## src/rtl/spq_pkg.sv

```systemverilog
`default_nettype none
// ----------------------------------------------------------------------------
// spq_pkg
// Shared types and constants for the sorted priority queue.
// ----------------------------------------------------------------------------
package spq_pkg;

	localparam int DATA_W = 32;
	localparam int CNT_W  = 4;
	localparam int CAP_W  = 4;

	// capacity after reset
	localparam logic [CAP_W-1:0] CAP_RESET = 4'd8;

	// operation codes
	localparam logic OP_INSERT = 1'b0;
	localparam logic OP_DELETE = 1'b1;

	// result status codes
	typedef enum logic [1:0] {
		STAT_DONE  = 2'd0,
		STAT_FULL  = 2'd1,
		STAT_EMPTY = 2'd2
	} status_t;

	// controller states
	typedef enum logic {
		S_IDLE,
		S_EXEC
	} state_t;

	// controller to datapath commands
	typedef struct packed {
		logic load;
		logic exec;
	} cmd_t;

endpackage : spq_pkg
`default_nettype wire

```

## src/rtl/spq_req_if.sv

```systemverilog
`default_nettype none
// ----------------------------------------------------------------------------
// spq_req_if
// Request channel: one operation and its value per item.
// ----------------------------------------------------------------------------
interface spq_req_if
	import spq_pkg::*;
();
	logic              valid;
	logic              ready;
	logic              operation;
	logic [DATA_W-1:0] new_value;

	modport source (output valid, output operation, output new_value, input ready);
	modport sink   (input valid, input operation, input new_value, output ready);
endinterface : spq_req_if
`default_nettype wire

```

## src/rtl/spq_rsp_if.sv

```systemverilog
`default_nettype none
// ----------------------------------------------------------------------------
// spq_rsp_if
// Response channel: status, removed value and occupancy per item.
// ----------------------------------------------------------------------------
interface spq_rsp_if
	import spq_pkg::*;
();
	logic              valid;
	logic              ready;
	logic [1:0]        status;
	logic [DATA_W-1:0] removed_value;
	logic [CNT_W-1:0]  occupancy;

	modport source (output valid, output status, output removed_value, output occupancy,
		input ready);
	modport sink   (input valid, input status, input removed_value, input occupancy,
		output ready);
endinterface : spq_rsp_if
`default_nettype wire

```

## src/rtl/spq_ctrl.sv

```systemverilog
`default_nettype none
// ----------------------------------------------------------------------------
// spq_ctrl
// Sequencer: latches a request, then runs it once the result slot is free.
// ----------------------------------------------------------------------------
module spq_ctrl
	import spq_pkg::*;
(
	input  wire logic clk,
	input  wire logic arst_n,
	input  wire logic req_valid,
	output logic      req_ready,
	output logic      rsp_valid,
	input  wire logic rsp_ready,
	output cmd_t      cmd
);

	state_t state_q, state_d;
	logic   rsp_valid_q;
	logic   slot_free;

	// result register can take a new item
	assign slot_free = !rsp_valid_q || rsp_ready;

	// next state
	always_comb begin
		state_d = state_q;
		case (state_q)
			S_IDLE: begin
				if (req_valid) state_d = S_EXEC;
			end
			S_EXEC: begin
				if (slot_free) state_d = S_IDLE;
			end
			default: state_d = S_IDLE;
		endcase
	end

	// outputs
	always_comb begin
		req_ready = 1'b0;
		cmd       = '0;
		case (state_q)
			S_IDLE: begin
				req_ready = 1'b1;
				cmd.load  = req_valid;
			end
			S_EXEC: begin
				cmd.exec = slot_free;
			end
			default: begin
				req_ready = 1'b0;
			end
		endcase
	end

	// state and result valid flag
	always_ff @(posedge clk or negedge arst_n) begin
		if (!arst_n) begin
			state_q     <= S_IDLE;
			rsp_valid_q <= 1'b0;
		end else begin
			state_q <= state_d;
			if (cmd.exec) rsp_valid_q <= 1'b1;
			else if (rsp_ready) rsp_valid_q <= 1'b0;
		end
	end

	assign rsp_valid = rsp_valid_q;

endmodule : spq_ctrl
`default_nettype wire

```

## src/rtl/spq_datapath.sv

```systemverilog
`default_nettype none
// ----------------------------------------------------------------------------
// spq_datapath
// Row of sorted entry cells with per-cell compare, plus count, capacity
// and the result register.
// ----------------------------------------------------------------------------
module spq_datapath
	import spq_pkg::*;
#(
	parameter int DEPTH = 8
) (
	input  wire logic              clk,
	input  wire logic              arst_n,
	input  wire cmd_t              cmd,
	input  wire logic              cfg_we,
	input  wire logic [CAP_W-1:0]  cfg_wdata,
	input  wire logic              operation,
	input  wire logic [DATA_W-1:0] new_value,
	output logic [1:0]             status,
	output logic [DATA_W-1:0]      removed_value,
	output logic [CNT_W-1:0]       occupancy
);

	// largest count the 4-bit capacity and the depth allow
	localparam int CAP_MAX = (DEPTH < 15) ? DEPTH : 15;

	logic signed [DATA_W-1:0] entry_q [DEPTH];
	logic signed [DATA_W-1:0] val_q;
	logic                     op_q;
	logic [CNT_W-1:0]         count_q;
	logic [CAP_W-1:0]         cap_q;
	logic [CAP_W-1:0]         limit;
	logic                     full;
	logic                     empty;
	logic [DEPTH-1:0]         keep;

	status_t                  res_status_q;
	logic [DATA_W-1:0]        res_removed_q;
	logic [CNT_W-1:0]         res_count_q;

	// effective limit saturates at the depth
	assign limit = (cap_q > CAP_W'(CAP_MAX)) ? CAP_W'(CAP_MAX) : cap_q;
	assign full  = (count_q >= limit);
	assign empty = (count_q == '0);

	// per cell: live and not greater than the new value stays in place
	for (genvar i = 0; i < DEPTH; i++) begin : g_keep
		if (i < 16) begin : g_live
			assign keep[i] = (CNT_W'(i) < count_q) && !(entry_q[i] > val_q);
		end else begin : g_dead
			assign keep[i] = 1'b0;
		end
	end

	// entry cells: insert shifts up behind the slot, delete shifts down
	for (genvar i = 0; i < DEPTH; i++) begin : g_cell
		always_ff @(posedge clk) begin
			if (cmd.exec) begin
				if (op_q == OP_INSERT) begin
					if (!full && !keep[i]) begin
						if (i == 0) entry_q[i] <= val_q;
						else if (keep[(i > 0) ? i - 1 : 0]) entry_q[i] <= val_q;
						else entry_q[i] <= entry_q[(i > 0) ? i - 1 : 0];
					end
				end else begin
					if (!empty && (i < DEPTH - 1)) begin
						entry_q[i] <= entry_q[(i < DEPTH - 1) ? i + 1 : i];
					end
				end
			end
		end
	end

	// request latch
	always_ff @(posedge clk) begin
		if (cmd.load) begin
			op_q  <= operation;
			val_q <= new_value;
		end
	end

	// capacity register and live count
	always_ff @(posedge clk or negedge arst_n) begin
		if (!arst_n) begin
			cap_q   <= CAP_RESET;
			count_q <= '0;
		end else begin
			if (cfg_we) cap_q <= cfg_wdata;
			if (cmd.exec) begin
				if (op_q == OP_INSERT) begin
					if (!full) count_q <= count_q + CNT_W'(1);
				end else begin
					if (!empty) count_q <= count_q - CNT_W'(1);
				end
			end
		end
	end

	// result register
	always_ff @(posedge clk) begin
		if (cmd.exec) begin
			res_removed_q <= '0;
			if (op_q == OP_INSERT) begin
				if (full) begin
					res_status_q <= STAT_FULL;
					res_count_q  <= count_q;
				end else begin
					res_status_q <= STAT_DONE;
					res_count_q  <= count_q + CNT_W'(1);
				end
			end else begin
				if (empty) begin
					res_status_q <= STAT_EMPTY;
					res_count_q  <= count_q;
				end else begin
					res_status_q  <= STAT_DONE;
					res_removed_q <= entry_q[0];
					res_count_q   <= count_q - CNT_W'(1);
				end
			end
		end
	end

	assign status        = res_status_q;
	assign removed_value = res_removed_q;
	assign occupancy     = res_count_q;

endmodule : spq_datapath
`default_nettype wire

```

## src/rtl/sorted_priority_queue.sv

```systemverilog
`default_nettype none
// ----------------------------------------------------------------------------
// sorted_priority_queue
// Ascending queue of signed values: insert after equals, delete smallest.
// ----------------------------------------------------------------------------
//  channel  dir  handshake        payload
//  req      in   valid / ready    operation, new_value
//  rsp      out  valid / ready    status, removed_value, occupancy
//  cfg      in   cfg_we           cfg_wdata (capacity)
//
// Each item: S_IDLE latches the request, then S_EXEC waits for a free result
// register; all entry cells compare and shift in parallel as the result loads.
// Reset clears the count and sets capacity to 8; entries are not cleared.
// A result waits in its register until taken; the next item is accepted
// meanwhile and runs as soon as the result register frees.
// ----------------------------------------------------------------------------
module sorted_priority_queue
	import spq_pkg::*;
#(
	parameter int DEPTH = 8
) (
	input  wire logic             clk,
	input  wire logic             arst_n,
	input  wire logic             cfg_we,
	input  wire logic [CAP_W-1:0] cfg_wdata,
	spq_req_if.sink               req,
	spq_rsp_if.source             rsp
);

	cmd_t cmd;

	// sequencer
	spq_ctrl u_ctrl (
		.clk       (clk),
		.arst_n    (arst_n),
		.req_valid (req.valid),
		.req_ready (req.ready),
		.rsp_valid (rsp.valid),
		.rsp_ready (rsp.ready),
		.cmd       (cmd)
	);

	// cells, count and result register
	spq_datapath #(
		.DEPTH (DEPTH)
	) u_datapath (
		.clk           (clk),
		.arst_n        (arst_n),
		.cmd           (cmd),
		.cfg_we        (cfg_we),
		.cfg_wdata     (cfg_wdata),
		.operation     (req.operation),
		.new_value     (req.new_value),
		.status        (rsp.status),
		.removed_value (rsp.removed_value),
		.occupancy     (rsp.occupancy)
	);

endmodule : sorted_priority_queue
`default_nettype wire
```

## src/flat_wrapper.sv

```systemverilog
// flat-port wrapper written by rule: the top's interface ports become plain ports
module sorted_priority_queue_flat import spq_pkg::*;
#(
	parameter int DEPTH = 8
)
  (clk, arst_n, cfg_we, cfg_wdata, req_valid, req_operation, req_new_value, req_ready, rsp_valid, rsp_status, rsp_removed_value, rsp_occupancy, rsp_ready);
  spq_req_if req_i ();
  spq_rsp_if rsp_i ();
  input  wire logic clk;
  input  wire logic arst_n;
  input  wire logic cfg_we;
  input  wire logic [CAP_W-1:0] cfg_wdata;
  input wire logic [$bits(req_i.valid)-1:0] req_valid;
  input wire logic [$bits(req_i.operation)-1:0] req_operation;
  input wire logic [$bits(req_i.new_value)-1:0] req_new_value;
  output wire logic [$bits(req_i.ready)-1:0] req_ready;
  output wire logic [$bits(rsp_i.valid)-1:0] rsp_valid;
  output wire logic [$bits(rsp_i.status)-1:0] rsp_status;
  output wire logic [$bits(rsp_i.removed_value)-1:0] rsp_removed_value;
  output wire logic [$bits(rsp_i.occupancy)-1:0] rsp_occupancy;
  input wire logic [$bits(rsp_i.ready)-1:0] rsp_ready;
  assign req_i.valid = req_valid;
  assign req_i.operation = req_operation;
  assign req_i.new_value = req_new_value;
  assign req_ready = req_i.ready;
  assign rsp_valid = rsp_i.valid;
  assign rsp_status = rsp_i.status;
  assign rsp_removed_value = rsp_i.removed_value;
  assign rsp_occupancy = rsp_i.occupancy;
  assign rsp_i.ready = rsp_ready;
  sorted_priority_queue #(.DEPTH(DEPTH)) u_core (.clk(clk), .arst_n(arst_n), .cfg_we(cfg_we), .cfg_wdata(cfg_wdata), .req(req_i), .rsp(rsp_i));
endmodule
```

## config.mk

```make
export PLATFORM = sky130hd
export DESIGN_NAME = sorted_priority_queue_flat
export DESIGN_NICKNAME = d
export VERILOG_FILES = /design/src/rtl/spq_pkg.sv /design/src/rtl/spq_req_if.sv /design/src/rtl/spq_rsp_if.sv /design/src/rtl/spq_ctrl.sv /design/src/rtl/spq_datapath.sv /design/src/rtl/sorted_priority_queue.sv /design/src/flat_wrapper.sv
export SDC_FILE = /design/constraint.sdc
export NUM_CORES = 1
export LEC_CHECK = 0
export BUFFER_PORTS_ARGS = -buffer_cell sky130_fd_sc_hd__buf_2
export CAP_MARGIN = 10
export CORE_AREA = 2 2 186 188
export DETAILED_ROUTE_END_ITERATION = 10
export DIE_AREA = 0 0 188 190
export GPL_TIMING_DRIVEN = 1
export PLACE_DENSITY = 0.8
export REMOVE_ABC_BUFFERS = 1
export SLEW_MARGIN = 30
export SYNTH_ARGS = -nofsm -noshare
export SYNTH_HDL_FRONTEND = slang
export SYNTH_SLANG_ARGS = --single-unit
```

## constraint.sdc

```tcl
create_clock -name clk -period 7.35 [get_ports clk]
set_input_delay 1.47 -clock clk [delete_from_list [all_inputs] [get_ports clk]]
set_output_delay 1.47 -clock clk [all_outputs]
set_load 0.1 [all_outputs]
```

==> qor.csv, run 1 <==
stage,metric,value,unit
grt,grt_overflow,0,
yosys,ys_seq_area_frac,0.481,
finish,most-common-layout-cells,"nand2_1, edfxtp_1, ha_1",
grt,grt_max_degree,101,
cts,cts_max_level,2,
yosys,synth_edf_count,327,
yosys,ys_ff_latch,337,
route,wl_per_cell,25.6,um
sta,clock_skew,0.0165,ns
setup_path,crit_arrival,5.39,ns
floorplan,die_y,190,um
pwr,internal_power,5.74,mW
route,routed_wl,63200,um
finish,design_area,23200,um^2
finish,antennaDiodeCount,0,
grt,antenna_found_initial,0,
setup_path,cp-end-kind,register,
sta,min_period_over_period,0.697,
pwr,p_comb_frac,0.429,
yosys,syn_area_per_cell,10.9,um^2
sta,fmax,195,MHz
yosys,synthMuxAreaShare,0.0643,
pwr,power_frac_clock,0.201,
placement,place_hpwl,42700,um
yosys,synthAdderAreaFrac,0.157,
outcome,outcome,"finished, final reports clean",
cts,cts_buffers,38,
route,drt_pass1_iterations,6,
cts,cts.sinks,337,
cts,postCtsHoldBufs,0,
finish,drive_gt1_frac,0.108,
finish,fillers,2431,
sta,hold_ws,0.522,ns
grt,grt_use_total,0.351,
finish,final_util,0.684,
finish,layout_commonest_cell,nand2_1,
floorplan,io_pins,82,
yosys,synth_top_family_by_area,adder cells,
route,ant_nets,0,
yosys,synth_compound_area_frac,0.133,
sta,slew_violations,0,
sta,slew_headroom,0.336,
sta,max_slew.worst_pin.slew,0.985,ns
pwr,power_density,439,nW/um^2
grt,grt_pass1_wl,95000,um
setup_path,worstPathRequired,7.61,ns
route,drcViolationCount,0,
cts,cts_tree,built,
yosys,synth_xor_area_frac,0.00251,
cts,cts_root_buf,clkbuf_16,
route,via_per_inst,6.86,
sta,setup_viol,0,
finish,final_nets,2291,
floorplan,start_util,0.616,
hold_path,hold_class,reg -> reg,
finish,fin_cells,2470,
route,drtIter0Drc,2640,
floorplan,num_rows,68,
route,vias,16900,
finish,area_growth,11.0,%
flow_run,maxCapViolCount,0,
floorplan,core_area,33900,um^2
placement,dp.cells,2400,
sta,hold_viol,0,
placement,pre_cts_ws,2.45,ns
pwr,peakVddDrop,313,uV
placement,gp_congestion,1.01,
pwr,leakagePower,9.68,nW
grt,grt_pass1_vias,16500,
cts,ctsResizeCount,0,
floorplan,fp.dieW,188,um
sta,setup_slack,2.23,ns
pwr,total_power,10.2,mW
yosys,synth_cell_types,67,
yosys,async_flop_share,0.0297,
pwr,p_seq_frac,0.370,
yosys,syn-cell-area,20900,um^2
setup_path,worstPathMaxFanout,44,
placement,placed_area,21900,um^2
sta,period_minus_slack,5.12,ns
pwr,p_sw,4.45,mW
setup_path,critPathKind,reg -> reg,
sta,tns,0,ns
pwr,p_sw_frac,0.437,
setup_path,cp-start-kind,register,
cts,path_clk_slew,0.06,ns
floorplan,dieArea,35700,um^2
cts,clk_latency,0.55,ns
cts,postCtsSetupRepairBufs,0,
cts,ctsLongestPathBuffers,3,
yosys,ys_warn_count,0,
yosys,syn-instance-count,1918,
yosys,synth_simple_gate_area_frac,0.134,
placement,io_buffers,81,
yosys,ys.flop_type,edfxtp_1,
sta,rsz0062_at_grt,no,
[synthesized netlist by cell type (3+ instances only)]
library cell | instances | area, um^2
and3_1 | 33 | 206
nor2_1 | 67 | 251
nor2b_1 | 18 | 113
nand2b_1 | 9 | 56.3
a221oi_1 | 5 | 43.8
a2111oi_0 | 3 | 26.3
buf_6 | 3 | 33.8
mux2_1 | 9 | 101
mux2_2 | 27 | 304
buf_4 | 7 | 52.6
nand2_1 | 373 | 1400
nor3_1 | 13 | 65.1
mux2i_1 | 94 | 941
and4_1 | 10 | 87.6
nor4bb_1 | 4 | 40.0
edfxtp_1 | 327 | 9820
a21oi_1 | 96 | 480
o31a_1 | 3 | 26.3
o21ai_0 | 136 | 681
a211o_1 | 5 | 43.8
ha_1 | 263 | 3290
o21a_1 | 4 | 30.0
nor4_1 | 7 | 43.8
xnor2_1 | 5 | 43.8
a211oi_1 | 5 | 37.5
a221o_1 | 36 | 360
inv_1 | 53 | 199
a21o_1 | 25 | 188
buf_2 | 17 | 85.1
a2111oi_2 | 3 | 45.0
o211ai_1 | 73 | 548
nand3_1 | 25 | 125
a31oi_1 | 7 | 43.8
dfrtp_1 | 9 | 225
clkbuf_1 | 53 | 199
nand4_1 | 43 | 269
o221ai_1 | 7 | 61.3
or2_2 | 3 | 18.8
[cell families (layout without fill, tap and decap cells)]
kind of cell,count (synthesis),after routing
and+or+nand+nor,621,621
adders and majority gates,263,263
AOI/OAI and AO/OA,427,427
buffers and inverters,134,231
muxes,130,130
xor gates and xnor gates,6,6
DFF,337,337
[worst paths after layout]
check	from	end	slack (ns)	cells after the start
worst max-delay path	u_core.u_datapath.val_q[27]$_DFFE_PP_	u_core.u_datapath.entry_q[1][13]$_DFFE_PP_	2.23	11
worst min-delay path	u_core.u_datapath.cap_q[2]$_DFFE_PN0P_	u_core.u_datapath.cap_q[2]$_DFFE_PN0P_	0.52	1
worst max register to register	u_core.u_datapath.val_q[27]$_DFFE_PP_	u_core.u_datapath.entry_q[1][13]$_DFFE_PP_	2.23	11
worst min register to register	u_core.u_datapath.cap_q[2]$_DFFE_PN0P_	u_core.u_datapath.cap_q[2]$_DFFE_PN0P_	0.52	1
max in group asynchronous	arst_n	u_core.u_datapath.cap_q[3]$_DFFE_PN1P_	6.32	1
min in group asynchronous	arst_n	u_core.u_datapath.cap_q[2]$_DFFE_PN0P_	0.78	1
[layer usage]
layer	routed length, um	up-vias	GRT usage
met5	0	-	0
met4	4480	0	0.220
met3	7140	296	0.0686
met2	28600	1213	0.561
met1	22900	8022	0.441
li1	-	7413	-
[worst max-delay path, cell delays in order, from the launching register on]
cell and delay, ns:
edfxtp_1 0.50, inv_1 0.36, ha_1 0.33, and2_0 0.19, a221o_1 0.34, a221oi_1 0.46
o21ai_0 0.35, a2111oi_2 0.60, nor2_1 0.23, nor2_4 0.57, buf_4 0.65, o211ai_1 0.21
[sequential cells by signal (all words and copies together) (netlist names), 2 cells and up]
signal	flops
u_core.u_datapath.cap_q	4
u_core.u_datapath.status	2
u_core.u_datapath.entry_q	256
u_core.u_datapath.val_q	32
u_core.u_datapath.count_q	4
u_core.u_datapath.occupancy	4
u_core.u_datapath.removed_value	32
[cell type report]
cell class / count / area (um^2) / share of cell area
Multi-Input combinational cell: 1447 / 10400 / 0.447
Clock buffer: 53 / 1090 / 0.0470
Inverter: 54 / 203 / 0.00873
Tap cell: 455 / 569 / 0.0245
Sequential cell: 337 / 10100 / 0.434
Timing Repair Buffer: 108 / 668 / 0.0288
Clock inverter: 16 / 229 / 0.00986
[power groups by stage]
stage,Combinational [mW],Clock [mW],Sequential (mW)
after floorplan,2.47,0,4.15
after global placement,4.02,0,3.75
after detailed placement,4.21,0,3.76
after CTS,4.26,2.04,3.73
after global routing,4.67,2.13,3.81
final,4.38,2.04,3.77
Note: power is estimated with default switching activity, not from simulation.
==> run 2: changes to the inputs <==
--- a/config.mk
+++ b/config.mk
@@ -5,13 +5,14 @@
 export SDC_FILE = /design/constraint.sdc
 export NUM_CORES = 1
 export LEC_CHECK = 0
+export ABC_AREA = 1
 export BUFFER_PORTS_ARGS = -buffer_cell sky130_fd_sc_hd__buf_2
 export CAP_MARGIN = 10
-export CORE_AREA = 2 2 186 188
+export CORE_AREA = 2 2 205 207
 export DETAILED_ROUTE_END_ITERATION = 10
-export DIE_AREA = 0 0 188 190
+export DIE_AREA = 0 0 207 209
 export GPL_TIMING_DRIVEN = 1
-export PLACE_DENSITY = 0.8
+export PLACE_DENSITY = 0.77
 export REMOVE_ABC_BUFFERS = 1
 export SLEW_MARGIN = 30
 export SYNTH_ARGS = -nofsm -noshare
==> constraint.sdc (replaced) <==
create_clock -name clk -period 4.6 [get_ports clk]
set_input_delay 0.92 -clock clk [delete_from_list [all_inputs] [get_ports clk]]
set_output_delay 0.92 -clock clk [all_outputs]
set_load 0.1 [all_outputs]
==> qor.csv, run 2 <==
stage,metric,value,unit,change
setup_path,critPathLaunch,u_core.u_datapath.val_q[31]$_DFFE_PP_,,
pwr,peakVddDrop,412,uV,+32%
setup_path,crit_arrival,4.47,ns,-0.92 ns
sta,slew_violations,0,,unchanged
yosys,syn-instance-count,2792,,+46%
yosys,yosysTopAreaCell,edfxtp_1,,
route,wl_per_cell,16.7,um,-35%
yosys,ys_ff_latch,337,,unchanged
grt,grt_overflow,0,,unchanged
setup_path,critPathKind,reg -> reg,,
placement,io_buffers,81,,unchanged
setup_path,r2r-end,u_core.u_datapath.entry_q[1][39]$_DFFE_PP_,,
hold_path,hold_class,in -> async,,
grt,antenna_found_initial,0,,unchanged
yosys,async_flop_share,0.0297,,unchanged
finish,layout_commonest_cell,nand2_1,,
setup_path,r2r_slack,0.56,ns,-1.67 ns
sta,fmax,247,MHz,+27%
grt,grt_pass1_vias,18800,,+14%
grt,grt_use_total,0.258,,-0.0931
grt,grt_max_degree,227,,+120%
floorplan,fp.dieW,207,um,+10%
placement,place_hpwl,41400,um,-3.0%
yosys,ys_top_cells_by_count,"nand2_1, edfxtp_1, ha_1, inv_1, nand4_1",,
yosys,synth.most_common_cell,nand2_1,,
route,routed_wl,56500,um,-11%
cts,cts_max_level,2,,unchanged
setup_path,cp-end-kind,register,,
floorplan,num_rows,75,,+10%
pwr,total_power,17.9,mW,+75%
grt,grt_pass1_wl,92700,um,-2.4%
pwr,power_density,707,nW/um^2,+61%
cts,path_clk_slew,0.06,ns,about the same
finish,final_nets,3124,,+36%
sta,tns,0,ns,unchanged
sta,period_minus_slack,4.04,ns,-1.08 ns
finish,antennaDiodeCount,0,,unchanged
finish,largest_reg_flops,256,,unchanged
route,drt_pass1_iterations,5,,-1
cts,cts_root_buf,clkbuf_16,,
yosys,synth_cell_types,45,,-33%
cts,ctsResizeCount,0,,unchanged
yosys,synth_edf_count,327,,unchanged
route,via_per_inst,5.79,,-16%
setup_path,crit_end,u_core.u_datapath.entry_q[1][39]$_DFFE_PP_,,
floorplan,io_pins,82,,unchanged
sta,setup_viol,0,,unchanged
yosys,syn_area_per_cell,8.41,um^2,-23%
finish,most-common-layout-cells,"nand2_1, edfxtp_1, ha_1",,
sta,max_slew.worst_pin.slew,0.968,ns,-0.0178 ns
route,drcViolationCount,0,,unchanged
finish,area_growth,7.61,%,
yosys,syn-cell-area,23500,um^2,+12%
cts,clk_latency,0.57,ns,+0.02 ns
sta,hold_viol,0,,unchanged
finish,drive_gt1_frac,0.0861,,-0.0221
sta,slew_headroom,0.355,,+0.0188
pwr,leakagePower,11.8,nW,+22%
sta,min_period_over_period,0.879,,+0.182
setup_path,worstPathRequired,5.03,ns,-2.58 ns
finish,fillers,3425,,+41%
yosys,synth_top_area_frac,0.418,,-0.0513
placement,gp_congestion,0.896,,-12%
route,vias,19600,,+16%
cts,cts_tree,built,,
outcome,outcome,"finished, final reports clean",,
cts,cts.sinks,337,,unchanged
yosys,ys.flop_type,edfxtp_1,,
cts,postCtsSetupRepairBufs,0,,unchanged
yosys,synthTopCellsByArea,"edfxtp_1, nand2_1, ha_1, nand4_1, nand3_1",,
floorplan,core_area,41300,um^2,+22%
floorplan,start_util,0.569,,-0.0475
setup_path,reg2reg_from,u_core.u_datapath.val_q[31]$_DFFE_PP_,,
sta,clock_skew,0.0231,ns,+0.00659 ns
route,drtIter0Drc,1816,,-31%
yosys,ys_seq_area_frac,0.429,,-0.0526
sta,rsz0062_at_grt,no,,
yosys,ys_warn_count,0,,unchanged
finish,top_register,u_core.u_datapath.entry_q,,
cts,ctsLongestPathBuffers,3,,unchanged
finish,final_util,0.612,,-0.0719
setup_path,cp-start-kind,register,,
setup_path,worstPathMaxFanout,35,,-20%
floorplan,dieArea,43300,um^2,+21%
flow_run,maxCapViolCount,0,,unchanged
cts,cts_buffers,39,,+2.6%
route,ant_nets,0,,unchanged
floorplan,die_y,209,um,+10%
setup_path,reg2reg_depth,14,,+3
cts,postCtsHoldBufs,0,,unchanged
-- run 2: kinds of logic after synthesis --
logic type,after synthesis,synth area share
compound gates,279,0.0678
mux,2,0.000959
flops,337,0.429
simple gates,1490,0.279
fa+ha+maj,263,0.140
xor+xnor,2,0.000746
buf+inv,419,0.0821
-- run 2: worst min path at each step --
stage | startpoint | to | slack [ns] | depth (start not counted)
2_1_floorplan | u_core.u_datapath.cap_q[1]$_DFFE_PN0P_ | u_core.u_datapath.cap_q[1]$_DFFE_PN0P_ | 0.48 | 1
3_3_place_gp | u_core.u_ctrl.rsp_valid$_DFFE_PN0P_ | u_core.u_ctrl.rsp_valid$_DFFE_PN0P_ | 0.47 | 2
3_5_place_dp | u_core.u_ctrl.rsp_valid$_DFFE_PN0P_ | u_core.u_ctrl.rsp_valid$_DFFE_PN0P_ | 0.48 | 2
4_1_cts | arst_n | u_core.u_datapath.count_q[0]$_DFFE_PN0P_ | 0.21 | 1
5_1_grt | arst_n | u_core.u_datapath.cap_q[1]$_DFFE_PN0P_ | 0.23 | 1
6_report | arst_n | u_core.u_datapath.count_q[0]$_DFFE_PN0P_ | 0.22 | 1
-- run 2: area by class of cell --
type	count	area, um^2	area share
Tap cell	539	674	0.0267
Sequential cell	337	10100	0.398
Multi-Input combinational cell	2036	11500	0.456
Inverter	280	1060	0.0418
Clock inverter	18	114	0.00450
Timing Repair Buffer	125	806	0.0319
Clock buffer	51	1040	0.0412
-- run 2: critical path: stages, from the launching register on --
cell      delay [ns]
edfxtp_1        0.37
clkinv_1        0.40
ha_1            0.59
nand2_1         0.14
nor2_2          0.16
nand2_1         0.13
nor4_2          0.40
nand2_1         0.14
nand3_1         0.10
nand3_2         0.10
nand2_4         0.31
nand3_2         0.62
nand2_1         0.24
nand3_1         0.10
nand2_1         0.07
-- run 2: metrics by stage --
stage | hold WS, ns | setup WS (ns) | cells | instance area (um^2)
floorplan | 0.481 | -10.17 | 2653 | 22600
global placement | 0.467 | 0.915 | 3316 | 24100
detailed placement | 0.476 | 0.675 | 3317 | 24100
CTS | 0.211 | 0.527 | 3386 | 25300
global route | 0.225 | 0.145 | 3386 | 25300
finish | 0.217 | 0.557 | 3386 | 25300
-- run 2: report_power, final --
group          internal (mW)  switching, mW  total (mW)
Clock                   1.65           1.24        2.89
Combinational           2.55           6.43        8.98
Sequential              5.21          0.787        5.99
-- run 2: layer usage --
layer | global-route usage | wire, um
met1 | 0.345 | 24200
met2 | 0.432 | 26900
met3 | 0.0409 | 4020
met4 | 0.0783 | 1350
met5 | 0 | 0
